<file path="config.mk">
export PLATFORM = sky130hd
export DESIGN_NAME = dco_frequency_lock_controller_core
export DESIGN_NICKNAME = d
export VERILOG_FILES = /design/src/rtl/dflc_pkg.sv /design/src/rtl/dco_frequency_lock_controller_core.sv /design/src/rtl/dflc_front.sv /design/src/rtl/dflc_queue.sv /design/src/rtl/dflc_back.sv
export SDC_FILE = /design/constraint.sdc
export NUM_CORES = 1
export LEC_CHECK = 0
export BUFFER_PORTS_ARGS = -buffer_cell sky130_fd_sc_hd__buf_4
export CORE_UTILIZATION = 30
export DETAILED_ROUTE_END_ITERATION = 6
export SYNTH_ARGS = -nofsm -noshare
export SYNTH_HDL_FRONTEND = slang
export SYNTH_SLANG_ARGS = --single-unit
</file>
<file path="constraint.sdc">
create_clock -name clk -period 6 [get_ports clk]
set_input_delay 0.6 -clock clk [delete_from_list [all_inputs] [get_ports clk]]
set_output_delay 0.6 -clock clk [all_outputs]
set_load 0.02 [all_outputs]
</file>
<file path="src/rtl/dflc_pkg.sv">
package dflc_pkg;

	typedef enum logic [1:0] {
		OP_HOLD,
		OP_REGULATE,
		OP_RESTART,
		OP_SAFE_RESTART
	} op_t;

	typedef enum logic [1:0] {
		BK_IDLE,
		BK_DIVIDE,
		BK_FINISH
	} back_state_t;

	typedef struct packed {
		op_t                op;
		logic signed [11:0] err;
		logic [15:0]        sdiff;
	} front_item_t;

	localparam logic [1:0] REINIT_NONE    = 2'd0;
	localparam logic [1:0] REINIT_RESTART = 2'd1;

	localparam logic [1:0] CFG_RATIO  = 2'd0;
	localparam logic [1:0] CFG_COARSE = 2'd1;
	localparam logic [1:0] CFG_FINE   = 2'd2;

	localparam logic [15:0] RATIO_RESET  = 16'd128;
	localparam logic [14:0] COARSE_RESET = 15'd174;
	localparam logic [14:0] FINE_RESET   = 15'd4;

	localparam logic [15:0]        MIN_INTERVAL = 16'd16;
	localparam logic signed [11:0] ERR_MIN      = -12'sd2048;
	localparam logic signed [11:0] ERR_MAX      = 12'sd2047;
	localparam logic signed [16:0] DEV_REINIT   = -17'sd32767;

	localparam logic [7:0] RESET_TAP   = 8'h60;
	localparam logic [2:0] RESET_RANGE = 3'd4;
	localparam logic [7:0] SAFE_TAP    = 8'h80;
	localparam logic [2:0] SAFE_RANGE  = 3'd6;
	localparam logic [7:0] TAP_STEP    = 8'h20;
	localparam logic [7:0] TAP_LIMIT   = 8'hE0;
	localparam logic [2:0] RANGE_MAX   = 3'd7;

	localparam logic [3:0] DIV_LAST = 4'd15;

	localparam int QDEPTH = 2;
	localparam int QAW    = $clog2(QDEPTH);
	localparam logic [QAW:0] QCOUNT_FULL = (QAW + 1)'(QDEPTH);

endpackage

</file>
<file path="src/rtl/dco_frequency_lock_controller_core.sv">
// Frequency-lock controller for a digitally controlled oscillator.
// Sync events come in on a queue-style channel: an item (fast count, slow count,
// reinit mode) is taken at a clock edge with push high and full low. Every item
// gives exactly one result, shown on the result ports while empty is low and
// taken at an edge with pop high.
// The front stage registers the intervals, then the slow one times the ratio,
// forms the saturated error and places the item in a two-entry queue; it takes
// one item per cycle until its stages and the queue are full.
// The back stage carries items out in order. A hold or reinit item is handled in
// the idle state and loads the output register directly. A regulating item
// goes through a restoring divider that settles one quotient bit per cycle,
// then a finish state loads the result; no new item is taken before that.
// When pop stays low the result waits in the output register, the back stage
// stops once it has a further result ready, and full rises when the queue and
// the front stages have filled.
// Reset empties every stage, clears the stored counts, restores the default
// registers, reset oscillator setting and reinit deviation. Registers are written
// via cfg_write, cfg_index, cfg_data, only while idle: a user's duty, unchecked.
module dco_frequency_lock_controller_core (
	input  logic               clk,
	input  logic               arst_n,
	input  logic               push,
	output logic               full,
	input  logic [31:0]        fast_count,
	input  logic [15:0]        slow_count,
	input  logic [1:0]         reinit_mode,
	output logic               empty,
	input  logic               pop,
	output logic signed [15:0] deviation,
	output logic [7:0]         dco_setting,
	output logic [2:0]         range_select,
	output logic               measured,
	input  logic               cfg_write,
	input  logic [1:0]         cfg_index,
	input  logic [15:0]        cfg_data
);
	import dflc_pkg::*;

	logic [15:0] ratio_q;
	logic [14:0] coarse_q;
	logic [14:0] fine_q;
	logic        f_valid;
	front_item_t f_item;
	logic        q_full;
	logic        b_valid;
	front_item_t b_item;
	logic        b_pop;

	always_ff @(posedge clk or negedge arst_n) begin
		if (!arst_n) begin
			ratio_q  <= RATIO_RESET;
			coarse_q <= COARSE_RESET;
			fine_q   <= FINE_RESET;
		end else if (cfg_write) begin
			case (cfg_index)
				CFG_RATIO: begin
					ratio_q <= cfg_data;
				end
				CFG_COARSE: begin
					coarse_q <= cfg_data[14:0];
				end
				CFG_FINE: begin
					fine_q <= cfg_data[14:0];
				end
				default: begin
				end
			endcase
		end
	end

	dflc_front u_front (
		.clk         (clk),
		.arst_n      (arst_n),
		.push        (push),
		.full        (full),
		.fast_count  (fast_count),
		.slow_count  (slow_count),
		.reinit_mode (reinit_mode),
		.ratio       (ratio_q),
		.item_valid  (f_valid),
		.item        (f_item),
		.item_full   (q_full)
	);

	dflc_queue u_queue (
		.clk      (clk),
		.arst_n   (arst_n),
		.wr_valid (f_valid),
		.wr_item  (f_item),
		.wr_full  (q_full),
		.rd_valid (b_valid),
		.rd_item  (b_item),
		.rd_pop   (b_pop)
	);

	dflc_back u_back (
		.clk          (clk),
		.arst_n       (arst_n),
		.q_valid      (b_valid),
		.q_item       (b_item),
		.q_pop        (b_pop),
		.coarse_limit (coarse_q),
		.fine_limit   (fine_q),
		.empty        (empty),
		.pop          (pop),
		.deviation    (deviation),
		.dco_setting  (dco_setting),
		.range_select (range_select),
		.measured     (measured)
	);

endmodule

</file>
<file path="src/rtl/dflc_front.sv">
module dflc_front (
	input  logic                  clk,
	input  logic                  arst_n,
	input  logic                  push,
	output logic                  full,
	input  logic [31:0]           fast_count,
	input  logic [15:0]           slow_count,
	input  logic [1:0]            reinit_mode,
	input  logic [15:0]           ratio,
	output logic                  item_valid,
	output dflc_pkg::front_item_t item,
	input  logic                  item_full
);
	import dflc_pkg::*;

	logic [31:0]        prev_fast_q;
	logic [15:0]        prev_slow_q;
	logic [31:0]        fdiff;
	logic [15:0]        sdiff;
	op_t                op_d;
	logic               accept;
	logic               valid_s1;
	op_t                op_s1;
	logic [31:0]        fdiff_s1;
	logic [15:0]        sdiff_s1;
	logic               valid_s2;
	op_t                op_s2;
	logic [31:0]        fdiff_s2;
	logic [15:0]        sdiff_s2;
	logic [31:0]        prod_s2;
	logic [31:0]        err_raw;
	logic signed [11:0] err_sat;
	logic               s1_move;
	logic               s2_move;
	logic               s1_ready;
	logic               s2_ready;

	assign fdiff = fast_count - prev_fast_q;
	assign sdiff = slow_count - prev_slow_q;

	always_comb begin
		case (reinit_mode)
			REINIT_NONE: begin
				op_d = (sdiff >= MIN_INTERVAL) ? OP_REGULATE : OP_HOLD;
			end
			REINIT_RESTART: begin
				op_d = OP_RESTART;
			end
			default: begin
				op_d = OP_SAFE_RESTART;
			end
		endcase
	end

	assign s2_move  = valid_s2 && !item_full;
	assign s2_ready = !valid_s2 || s2_move;
	assign s1_move  = valid_s1 && s2_ready;
	assign s1_ready = !valid_s1 || s1_move;
	assign full     = !s1_ready;
	assign accept   = push && s1_ready;

	always_ff @(posedge clk or negedge arst_n) begin
		if (!arst_n) begin
			prev_fast_q <= '0;
			prev_slow_q <= '0;
			valid_s1    <= 1'b0;
			valid_s2    <= 1'b0;
		end else begin
			if (accept && op_d != OP_HOLD) begin
				prev_fast_q <= fast_count;
				prev_slow_q <= slow_count;
			end
			if (s1_ready) begin
				valid_s1 <= push;
			end
			if (s2_ready) begin
				valid_s2 <= valid_s1;
			end
		end
	end

	always_ff @(posedge clk) begin
		if (accept) begin
			op_s1    <= op_d;
			fdiff_s1 <= fdiff;
			sdiff_s1 <= sdiff;
		end
		if (s1_move) begin
			op_s2    <= op_s1;
			fdiff_s2 <= fdiff_s1;
			sdiff_s2 <= sdiff_s1;
			prod_s2  <= 32'(sdiff_s1) * 32'(ratio);
		end
	end

	assign err_raw = fdiff_s2 - prod_s2;

	always_comb begin
		if (err_raw[31] && !(&err_raw[30:11])) begin
			err_sat = ERR_MIN;
		end else if (!err_raw[31] && (|err_raw[30:11])) begin
			err_sat = ERR_MAX;
		end else begin
			err_sat = $signed(err_raw[11:0]);
		end
	end

	assign item_valid = valid_s2;
	assign item.op    = op_s2;
	assign item.err   = err_sat;
	assign item.sdiff = sdiff_s2;

endmodule

</file>
<file path="src/rtl/dflc_queue.sv">
module dflc_queue (
	input  logic                  clk,
	input  logic                  arst_n,
	input  logic                  wr_valid,
	input  dflc_pkg::front_item_t wr_item,
	output logic                  wr_full,
	output logic                  rd_valid,
	output dflc_pkg::front_item_t rd_item,
	input  logic                  rd_pop
);
	import dflc_pkg::*;

	front_item_t    mem_q [QDEPTH];
	logic [QAW-1:0] wr_ptr_q;
	logic [QAW-1:0] rd_ptr_q;
	logic [QAW:0]   count_q;
	logic           wr_en;
	logic           rd_en;

	assign wr_full  = (count_q == QCOUNT_FULL);
	assign rd_valid = (count_q != '0);
	assign wr_en    = wr_valid && !wr_full;
	assign rd_en    = rd_pop && rd_valid;
	assign rd_item  = mem_q[rd_ptr_q];

	always_ff @(posedge clk or negedge arst_n) begin
		if (!arst_n) begin
			wr_ptr_q <= '0;
			rd_ptr_q <= '0;
			count_q  <= '0;
		end else begin
			if (wr_en) begin
				wr_ptr_q <= wr_ptr_q + QAW'(1);
			end
			if (rd_en) begin
				rd_ptr_q <= rd_ptr_q + QAW'(1);
			end
			if (wr_en && !rd_en) begin
				count_q <= count_q + (QAW + 1)'(1);
			end else if (rd_en && !wr_en) begin
				count_q <= count_q - (QAW + 1)'(1);
			end
		end
	end

	always_ff @(posedge clk) begin
		if (wr_en) begin
			mem_q[wr_ptr_q] <= wr_item;
		end
	end

endmodule

</file>
<file path="src/rtl/dflc_back.sv">
module dflc_back (
	input  logic                  clk,
	input  logic                  arst_n,
	input  logic                  q_valid,
	input  dflc_pkg::front_item_t q_item,
	output logic                  q_pop,
	input  logic [14:0]           coarse_limit,
	input  logic [14:0]           fine_limit,
	output logic                  empty,
	input  logic                  pop,
	output logic signed [15:0]    deviation,
	output logic [7:0]            dco_setting,
	output logic [2:0]            range_select,
	output logic                  measured
);
	import dflc_pkg::*;

	back_state_t        state_q;
	back_state_t        state_d;
	logic [7:0]         tap_q;
	logic [2:0]         range_q;
	logic signed [16:0] dev_q;
	logic [16:0]        rem_q;
	logic [15:0]        quo_q;
	logic [15:0]        divisor_q;
	logic [3:0]         cnt_q;
	logic               neg_q;
	logic               out_valid_q;
	logic [15:0]        out_dev_q;
	logic [7:0]         out_tap_q;
	logic [2:0]         out_range_q;
	logic               out_meas_q;

	logic               slot_free;
	logic               out_load;
	logic               load_div;
	logic [7:0]         nxt_tap;
	logic [2:0]         nxt_range;
	logic signed [16:0] nxt_dev;
	logic               nxt_meas;
	logic [16:0]        shifted;
	logic               fits;
	logic signed [15:0] num;
	logic [15:0]        num_mag;
	logic [15:0]        div_mag;
	logic signed [16:0] dev_div;
	logic signed [16:0] cl_s;
	logic signed [16:0] fl_s;
	logic signed [16:0] neg_cl;
	logic signed [16:0] neg_fl;
	logic [7:0]         reg_tap;
	logic [2:0]         reg_range;

	assign slot_free = !out_valid_q || pop;

	assign num     = {q_item.err, 4'b0000};
	assign num_mag = num[15] ? 16'(-num) : num;
	assign div_mag = q_item.sdiff[15] ? 16'(-q_item.sdiff) : q_item.sdiff;

	assign shifted = {rem_q[15:0], quo_q[15]};
	assign fits    = (shifted >= {1'b0, divisor_q});
	assign dev_div = neg_q ? -$signed({1'b0, quo_q}) : $signed({1'b0, quo_q});

	assign cl_s   = $signed({2'b00, coarse_limit});
	assign fl_s   = $signed({2'b00, fine_limit});
	assign neg_cl = -cl_s;
	assign neg_fl = -fl_s;

	always_comb begin
		reg_tap   = tap_q;
		reg_range = range_q;
		if (dev_div > cl_s) begin
			if (tap_q[7:5] != 3'd0) begin
				reg_tap = tap_q - TAP_STEP;
			end else if (tap_q != 8'd0) begin
				reg_tap = 8'd0;
			end else if (range_q != 3'd0) begin
				reg_range = range_q - 3'd1;
				reg_tap   = SAFE_TAP;
			end
		end else if (dev_div > fl_s) begin
			if (tap_q != 8'd0) begin
				reg_tap = tap_q - 8'd1;
			end else if (range_q != 3'd0) begin
				reg_range = range_q - 3'd1;
				reg_tap   = SAFE_TAP;
			end
		end else if (dev_div < neg_cl) begin
			if (tap_q < TAP_LIMIT) begin
				reg_tap = tap_q + TAP_STEP;
			end else if (range_q < RANGE_MAX) begin
				reg_range = range_q + 3'd1;
				reg_tap   = SAFE_TAP;
			end
		end else if (dev_div < neg_fl) begin
			if (tap_q < TAP_LIMIT) begin
				reg_tap = tap_q + 8'd1;
			end else if (range_q < RANGE_MAX) begin
				reg_range = range_q + 3'd1;
				reg_tap   = SAFE_TAP;
			end
		end
	end

	always_comb begin
		state_d   = state_q;
		q_pop     = 1'b0;
		out_load  = 1'b0;
		load_div  = 1'b0;
		nxt_tap   = tap_q;
		nxt_range = range_q;
		nxt_dev   = dev_q;
		nxt_meas  = 1'b1;
		case (state_q)
			BK_IDLE: begin
				if (q_valid) begin
					case (q_item.op)
						OP_REGULATE: begin
							q_pop    = 1'b1;
							load_div = 1'b1;
							state_d  = BK_DIVIDE;
						end
						OP_HOLD: begin
							if (slot_free) begin
								q_pop    = 1'b1;
								out_load = 1'b1;
								nxt_meas = 1'b0;
							end
						end
						OP_RESTART: begin
							if (slot_free) begin
								q_pop    = 1'b1;
								out_load = 1'b1;
								nxt_dev  = DEV_REINIT;
							end
						end
						OP_SAFE_RESTART: begin
							if (slot_free) begin
								q_pop     = 1'b1;
								out_load  = 1'b1;
								nxt_dev   = DEV_REINIT;
								nxt_tap   = SAFE_TAP;
								nxt_range = SAFE_RANGE;
							end
						end
						default: begin
						end
					endcase
				end
			end
			BK_DIVIDE: begin
				if (cnt_q == DIV_LAST) begin
					state_d = BK_FINISH;
				end
			end
			BK_FINISH: begin
				if (slot_free) begin
					out_load  = 1'b1;
					nxt_dev   = dev_div;
					nxt_tap   = reg_tap;
					nxt_range = reg_range;
					state_d   = BK_IDLE;
				end
			end
			default: begin
				state_d = BK_IDLE;
			end
		endcase
	end

	always_ff @(posedge clk or negedge arst_n) begin
		if (!arst_n) begin
			state_q     <= BK_IDLE;
			tap_q       <= RESET_TAP;
			range_q     <= RESET_RANGE;
			dev_q       <= DEV_REINIT;
			out_valid_q <= 1'b0;
		end else begin
			state_q <= state_d;
			if (out_load) begin
				tap_q       <= nxt_tap;
				range_q     <= nxt_range;
				dev_q       <= nxt_dev;
				out_valid_q <= 1'b1;
			end else if (pop) begin
				out_valid_q <= 1'b0;
			end
		end
	end

	always_ff @(posedge clk) begin
		if (load_div) begin
			rem_q     <= '0;
			quo_q     <= num_mag;
			divisor_q <= div_mag;
			neg_q     <= num[15] ^ q_item.sdiff[15];
			cnt_q     <= '0;
		end else if (state_q == BK_DIVIDE) begin
			rem_q <= fits ? (shifted - {1'b0, divisor_q}) : shifted;
			quo_q <= {quo_q[14:0], fits};
			cnt_q <= cnt_q + 4'd1;
		end
		if (out_load) begin
			out_dev_q   <= nxt_dev[15:0];
			out_tap_q   <= nxt_tap;
			out_range_q <= nxt_range;
			out_meas_q  <= nxt_meas;
		end
	end

	assign empty        = !out_valid_q;
	assign deviation    = $signed(out_dev_q);
	assign dco_setting  = out_tap_q;
	assign range_select = out_range_q;
	assign measured     = out_meas_q;

endmodule

</file>
After elaboration in Yosys (flattened, before gate mapping)
Memories as Yosys holds them, arrays and structs flattened.
Index checks and enable logic that the tools add are counted.
Cells by class
  add/sub/neg operators: 20
  $mul: 1
  magnitude comparators: 8
  eq/ne operators: 14
  muxes and demuxes: 67
  bitwise gates (word level): 1
  reduce and logical (&&, ||, !) cells: 42
Operators with widths (number)
  16-bit two-way mux: 8
  8-bit two-way mux: 15
  32-bit subtractor: 2
  3-bit two-way mux: 13
  17-bit by 16-bit > comparator with 1-bit output: 2
  17-bit less-than comparator: 2
  15-bit negation with 17-bit output: 2
  16-bit by 16-bit multiplier with 32-bit output: 1
  16-bit negation: 2
  16-bit case mux with 2 select lines: 1
  16-bit subtractor: 2
  12-bit two-way mux: 2
  20-bit AND reduction: 1
  20-bit OR reduction: 1
  17-bit by 16-bit >= comparator with 1-bit output: 1
  17-bit two-way mux: 1
  16-bit negation with 17-bit output: 1
  16-bit by 5-bit >= comparator with 1-bit output, second input constant: 1
  8-bit case mux with 2 select lines: 1
  15-bit two-way mux: 1
  1-bit two-way mux: 14
  2-bit two-way mux: 6
  2-bit equality test, second input constant: 5
  2-bit nonzero test: 5
  other kinds (32): 63
Storage, ports and cells
  flip-flop bits (word level): 343
  memory bits (writable): 60
  bits of input ports: 73
  output and inout port bits: 30
  logic and storage cells: 186
  memories: 1
Memories
  u_queue.mem_q: depth 2, width 30, rd ports 1, clocked after Yosys merged registers in 0, write ports 1, line dflc_queue.sv:13  | front_item_t mem_q [QDEPTH];

Longest topological paths before layout
Gate-level depths: netlist of the first run.
  word-level depth: 10
  depth in mapped cells: 26
  mapped depth without buffers: 25

By module
Synthesis of the first run repeated with hierarchy kept, for this count alone.
Unflattened totals
  cell total of the unflattened synthesis: 3139
  area total of the unflattened synthesis: 32232.2 um^2
By module, submodules not included
  dflc_front: instances 1, cells each 1920, area each 19018.2 um^2, seq. area each 5215.0 um^2
  dflc_back: instances 1, cells each 1009, area each 9086.2 um^2, seq. area each 2989.1 um^2
  dflc_queue: instances 1, cells each 112, area each 2376.0 um^2, seq. area each 1901.8 um^2
  dco_frequency_lock_controller_core: instances 1, cells each 98, area each 1751.7 um^2, seq. area each 1159.9 um^2

Worst setup path after synthesis of the first run
OpenSTA, ideal clock, no wires.
  kind: register to register
  start point: register ratio_q[7]
  end point: register u_front.prod_s2[31], data pin
  setup time: 0.260 ns
  arrival time: 6.094 ns
  data required time: 5.740 ns
  path slack: -0.354 ns
  cell stages (with the launch flop): 24
  buffers on the path: 1
  period minus slack after synthesis: 6.354 ns
  cell sequence: dfstp_2 clkbuf_1 nand2_1 fa_1 fa_1 inv_1 fa_1 fa_1 fa_1 inv_1 fa_1 inv_1 ha_1 and3_1 and3_1 a31oi_1 o21ai_0 a21oi_1 nand3_1 and3_1 o31a_1 o21a_1 nor2_1 xnor2_1
Between the ends
  cells in the longest elaborated chain, start to end: 1
Ends and longest elaborated chain
  start, declared: line dco_frequency_lock_controller_core.sv:39  | logic [15:0] ratio_q;
  start signal, assigned: line dco_frequency_lock_controller_core.sv:57  | ratio_q <= cfg_data;
  16-bit by 16-bit multiplier with 32-bit output: line dflc_front.sv:92  | prod_s2 <= 32'(sdiff_s1) * 32'(ratio);
  end signal, assigned: line dflc_front.sv:92
  end, declared: line dflc_front.sv:30  | logic [31:0] prod_s2;
Every way passes these cells.
A chain may end at the register's enable or synchronous reset.

Worst setup path after layout of the first run
  start point: register u_front.sdiff_s1[8]
  end point: register u_front.prod_s2[31], data pin
Between the ends
  cells in the longest elaborated chain, start to end: 1
Ends and longest elaborated chain
  start, declared: line dflc_front.sv:25  | logic [15:0] sdiff_s1;
  start signal, assigned: line dflc_front.sv:86  | sdiff_s1 <= sdiff;
  16-bit by 16-bit multiplier with 32-bit output: line dflc_front.sv:92
Every way passes these cells.

==> results.md, run 1 <==
- Status: finished with violations
- Failing checks: negative setup slack
- Yosys reg bits: 403
- Primary FF master, synth: edfxtp_1
- Register area share after synthesis: 0.362
- Min Tclk post-route: 6290 ps
- Critical R2R Launch: u_front.sdiff_s1[8]$_DFFE_PP_
- Die width: 324 um
- Max-slew violations: 0
- Hold slack: 234 ps
- Initial antenna violation count: 0
- Gp weighted congestion: roughly 0.87
- First-pass GRT wire length: around 120000 um
- Post-route DRC: 0
- Die H: 324 um
- H-tree levels: 2
- Min-Delay Path Depth: 2
- Maximum clock frequency: around 160 MHz
- Async S/R FF share, synth: 0.323
- Clock Sinks: 403
- Critical path arrival: about 6600 ps
- Crit share post-route: 1.05
- Final hold vios: 0
- Slew at the pin closest to its max-slew limit: around 1000 ps
- Area of the multi-input gates: around 18000 um^2
- Reg2reg setup slack: -290 ps
- Final setup vio count: 9
- I/O pins: between 100 and 150
- Final Core Density: 0.360
- Fraction of layout cells with a size suffix above 1: 0.193
- Crit path kind: flop to flop
- Clock root buffer: clkbuf_16
- Largest net degree at the start of global routing: 60
- Post-Syn Instances: 3006
- Max cap viols: 0
- CP Capture Type: flop
- Fillers: between 10000 and 15000
- Total congestion overflow: 0
- Reg2Reg Depth: 23
- Mean Syn Cell Area: between 10 and 15 um^2
- Total wire length: 73500 um
- Drt wl/cell: 15.8 um
- YS warnings: 0
- Rows: 117
- Clock Latency Late Sink: around 610 ps
- HP Start: slow_count[0]
- RSZ-0062 raised after global routing: yes
- Worst r2r dst: u_front.prod_s2[31]$_DFFE_PP_
- CTS Buf Count: 46
- Number of flops mapped to enable cells by yosys: around 250
- Synth area leaders: edfxtp_1 24%, fa_1 13%, ha_1 11%, dfrtp_1 9.5%, inv_1 5.0%
- Critical path fanouts, max: 6
- Count of cell types in the netlist: 91
- First-pass iteration count of the detailed router: 5
- PortBufs: a little over 100
- Relative slew slack: 0.303
- Post-Syn Nets: approximately 3600
- DR iter-0 viols: approximately 1200
- Vias: 21923
- Core ar.: 102000 um^2
- Layout net count: between 3000 and 4000
- Hpwl dp: between 50000 and 60000 um
- FF/Latch Area: around 11000 um^2
- Area leader, netlist: edfxtp_1
- Antenna cells: 0
- Global-route usage over all layers: 0.142
- Worst hold-check path type: input port to flop
- Clk_skew: about 37 ps
- Worst Hold End: u_front.prev_slow_q[0]$_DFFE_PN0P_
- Critical Path Start Type: flop
- CP Data Required Time: around 6400 ps
- Die ar.: 105000 um^2
- Top cell type's share of synthesized area: 0.244
- CTS tree: done
- Initial Utilization: 0.304
- Vias per cell: 4.70
- DRT antenna net count: 0
- Syn Std Cell Area: just over 30000 um^2
- Area growth, synth to finish: 18.3%
- CTS max path bufs: 3
- Final setup margin: -287 ps
- Vias in the first global route: ~22000
- Clock transition at path regs: 70 ps
==> worst max path at each step <==
| stage | slack, ps | depth (start not counted) | from | to |
|---|---|---|---|---|
| after floorplan | 9 | 24 | u_front.sdiff_s1[5]$_DFFE_PP_ | u_front.prod_s2[31]$_DFFE_PP_ |
| after global placement | -340 | 24 | u_front.sdiff_s1[6]$_DFFE_PP_ | u_front.prod_s2[30]$_DFFE_PP_ |
| after detailed placement | -390 | 22 | ratio_q[6]$_DFFE_PN0P_ | u_front.prod_s2[31]$_DFFE_PP_ |
| after CTS | -230 | 23 | u_front.sdiff_s1[8]$_DFFE_PP_ | u_front.prod_s2[31]$_DFFE_PP_ |
| after global routing | -540 | 23 | u_front.sdiff_s1[8]$_DFFE_PP_ | u_front.prod_s2[31]$_DFFE_PP_ |
| final | -290 | 23 | u_front.sdiff_s1[8]$_DFFE_PP_ | u_front.prod_s2[31]$_DFFE_PP_ |
==> cells in the mapped netlist, types with 8 or more instances <==
cell type	n
inv_1	413
a21o_1	59
a211oi_1	9
nand2b_1	33
fa_1	198
a21boi_0	8
o21bai_1	9
dfstp_2	12
a21oi_1	118
and2_1	130
mux2_4	18
a31o_2	31
nand4_1	24
nand3b_1	8
xor2_1	42
mux2i_1	36
mux2_2	76
dfxtp_1	20
o211ai_1	13
nor2_1	126
o21ai_0	113
o221ai_1	8
nor2b_1	24
nand2_1	270
or3_1	12
edfxtp_1	253
dfrtp_1	118
o21a_1	33
nor3_1	43
a31oi_1	16
and3_1	38
nand3_1	43
ha_1	274
a21oi_2	16
clkbuf_1	67
xnor2_1	132
o31ai_1	20
nor4_1	14
==> metal layers <==
layer	up-vias	global-route usage	wire, um
met4	0	0.0353	1680
met5	-	0	0
met3	104	0.0231	3230
met1	10581	0.195	34400
li1	10833	-	-
met2	405	0.234	34200
==> cell usage in the layout, fill, tap and decap left out, drive strengths merged, types with 38 or more instances in the layout <==
cell    instances
dfrtp         118
nor2          126
nor3           45
and2          131
clkbuf         53
xor2           42
edfxtp        253
o21ai         116
xnor2         132
fa            198
nand3          43
buf           287
a21o           59
mux2           94
inv           417
ha            274
nand2         270
a21oi         135
and3           38
==> worst max-delay path: stages, from the launching register on <==
cell and delay (ps):
edfxtp_1 520, and2_4 230, fa_1 550, inv_2 40, fa_1 480, fa_2 560, inv_2 40, fa_2 420
fa_1 510, inv_2 40, fa_1 550, inv_2 50, ha_4 210, a21o_1 200, a21oi_4 130, o211ai_1 170
a41oi_2 270, nand4bb_4 210, nand3_2 80, and3_4 180, o31a_1 250, o21a_1 180, nor2_2 90, xnor2_1 70
==> state kept, by name, summed over array words and instances (netlist names), 3 cells and up <==
name,flops
u_back.dev_q,16
u_front.sdiff_s2,16
u_back.quo_q,16
u_front.prev_fast_q,32
u_back.range_select,3
u_back.rem_q,16
u_front.fdiff_s2,32
u_front.sdiff_s1,16
u_back.divisor_q,16
u_back.dco_setting,8
u_front.prev_slow_q,16
u_back.deviation,16
ratio_q,16
u_front.prod_s2,32
fine_q,15
coarse_q,15
u_back.range_q,3
u_queue.mem_q,60
u_back.tap_q,8
u_front.fdiff_s1,32
u_back.cnt_q,4
==> area by class of cell <==
class                           count  area share
Clock buffer                       53      0.0328
Inverter                          414      0.0422
Clock inverter                     33      0.0107
Timing Repair Buffer              288      0.0619
Tap cell                         1368      0.0465
Sequential cell                   403       0.306
Multi-Input combinational cell   2107       0.500
==> stage by stage <==
step,setup WS (ps),cells,instance area (um^2),setup TNS [ps]
floorplan,8.82,3006,31400,0
global placement,-337,4543,34600,-1950
detailed placement,-393,4543,34600,-2170
CTS,-235,4654,36600,-665
global route,-540,4666,36800,-3010
finish,-287,4666,36800,-792
==> kinds of logic after synthesis <==
kind of cell,synth area share
muxes,0.0477
adders and majority gates,0.237
and+or+nand+nor,0.128
AOI/OAI and AO/OA,0.116
xor gates and xnor gates,0.0489
DFF,0.362
buffers and inverters,0.0612
==> repair_timing <==
item / CTS / global route
hold buffers: 1 / 0
cloned: 0 / 0
resized for setup: 55 / 52
setup buffers: 24 / 16
hold endpoints to repair: 8 / 0
pin swaps: 52 / 46
endpoints found under the setup margin: 11 / 14
Power of run 1 is not shown: default switching activity piles up to over one toggle a cycle in this logic, so the estimate is an artifact.
==> run 2: changes to the inputs <==
Settings changed: SETUP_SLACK_MARGIN set to 0.2.
==> results.md, run 2 (same netlist as run 1, synthesis figures left out) <==
- Status: finished with violations
- Failing checks: negative setup slack
- Clock root buffer: clkbuf_16
- Critical Path Start Type: flop
- Die width: 324 um
- Die ar.: roughly 110000 um^2
- Layout net count: around 3800
- H-tree levels: 2
- Clk_skew: about 44 ps
- DP Area: between 30000 and 40000 um^2
- Most common cell after layout, fill and taps aside: inv_1
- Final setup margin: -209 ps
- First-pass GRT wire length: 122000 um
- CTS tree: done
- I/O pins: 103
- CTS max path bufs: 3
- Drt wl/cell: between 15 and 20 um
- Hold slack: about 230 ps
- Area growth, synth to finish: 18.3%
- Die H: 324 um
- Rows: between 100 and 150
- Worst hold-check path type: input port to flop
- Final hold vios: 0
- Fillers: 10146
- DRT antenna net count: 0
- Clock Sinks: 403
- Crit path kind: flop to flop
- Area of the multi-input gates: about 18000 um^2
- CTS Buf Count: 46
- Critical path arrival: roughly 6600 ps
- Clock transition at path regs: 60 ps
- Core ar.: 102000 um^2
- Most frequent cells in the layout: 392 x inv_1, 266 x nand2_1, 261 x ha_1, 261 x buf_4, 253 x edfxtp_1
- DR iter-0 viols: 1100
- Pre-CTS setup slack: -430 ps
- Fraction of layout cells with a size suffix above 1: 0.198
- Antenna cells: 0
- Vias in the first global route: roughly 23000
- Post-route DRC: 0
- Initial Utilization: 0.304
- RSZ-0062 raised after global routing: yes
- Relative slew slack: 0.271
- Total congestion overflow: 0
- First-pass iteration count of the detailed router: 7
- Gp weighted congestion: 0.857
- Total wire length: 74300 um
- Critical path fanouts, max: 3
- Max cap viols: 0
- Maximum clock frequency: 161 MHz
- Global-route usage over all layers: 0.146
- CP Capture Type: flop
- PortBufs: approximately 100
- Slew at the pin closest to its max-slew limit: around 1100 ps
- Largest Register: u_queue.mem_q
- Max FFs per register: 60
- Final Cell Area: 36900 um^2
- Clock Latency Late Sink: about 630 ps
- CP Data Required Time: 6360 ps
- Min Tclk post-route: slightly above 6000 ps
- Vias: 22084
- Initial antenna violation count: 2
- FF/Latch Area: 11300 um^2
- Final setup vio count: 8
- Setup TNS: -1030 ps
- Vias per cell: 4.73
- Largest net degree at the start of global routing: 62
- Hpwl dp: slightly below 60000 um
- Crit share post-route: 1.03
- Max-slew violations: 0
-- run 2: metrics by stage --
step,cells,util
2_1_floorplan,3006,-
3_3_place_gp,4546,0.338
3_5_place_dp,4546,0.338
4_1_cts,4657,0.358
5_1_grt,4668,0.360
6_report,4668,0.360
-- run 2: layout make-up --
cell class                      count  share of cell area
Sequential cell                   403               0.306
Clock buffer                       61              0.0338
Timing Repair Buffer              291              0.0630
Multi-Input combinational cell   2107               0.500
Inverter                          414              0.0421
Clock inverter                     24             0.00838
Tap cell                         1368              0.0464
-- run 2: routing by layer --
layer / wire [um] / global-route usage / vias to the layer above
li1: - / - / 10822
met5: 13 / 0 / -
met1: 34200 / 0.192 / 10758
met2: 35000 / 0.244 / 399
met4: 1850 / 0.0427 / 2
met3: 3260 / 0.0238 / 103
-- run 2: critical path, cell delays in order, from the launching register on --
cell and delay [ps]:
edfxtp_1 430, buf_6 150, and2_4 150, fa_1 530
inv_1 60, fa_1 520, inv_2 50, fa_2 610
fa_2 460, fa_1 540, inv_1 60, fa_1 500
inv_1 40, ha_2 180, and2_4 160, or2_4 230
a41oi_2 200, nand4bb_4 210, nand3_2 80, and3_4 180
o31a_1 240, o21a_1 180, nor2_2 120, xnor2_1 70
-- run 2: what timing repair did --
item / 4_1_cts / 5_1_grt
pin swaps: 61 / 52
resized for setup: 52 / 68
endpoints found under the hold margin: 32 / 0
buffers inserted: 25 / 11
gates cloned: 0 / 0
hold buffers: 1 / 0
endpoints found under the setup margin: 13 / 15
-- run 2: path summary, 6_finish.rpt --
kind / startpoint / to / slack (ps) / depth (start not counted)
min reg2reg: u_front.fdiff_s1[2]$_DFFE_PP_ / u_front.fdiff_s2[2]$_DFFE_PP_ / 380 / 0
max reg2reg: u_front.sdiff_s1[3]$_DFFE_PP_ / u_front.prod_s2[31]$_DFFE_PP_ / -210 / 23
max: u_front.sdiff_s1[3]$_DFFE_PP_ / u_front.prod_s2[31]$_DFFE_PP_ / -210 / 23
max in group asynchronous: arst_n / u_front.prev_fast_q[17]$_DFFE_PN0P_ / 4200 / 3
min in group asynchronous: arst_n / u_back.dev_q[10]$_DFFE_PN0P_ / 500 / 2
min: fast_count[20] / u_front.prev_fast_q[20]$_DFFE_PN0P_ / 230 / 2
Power of run 2 is left out for the same reason.
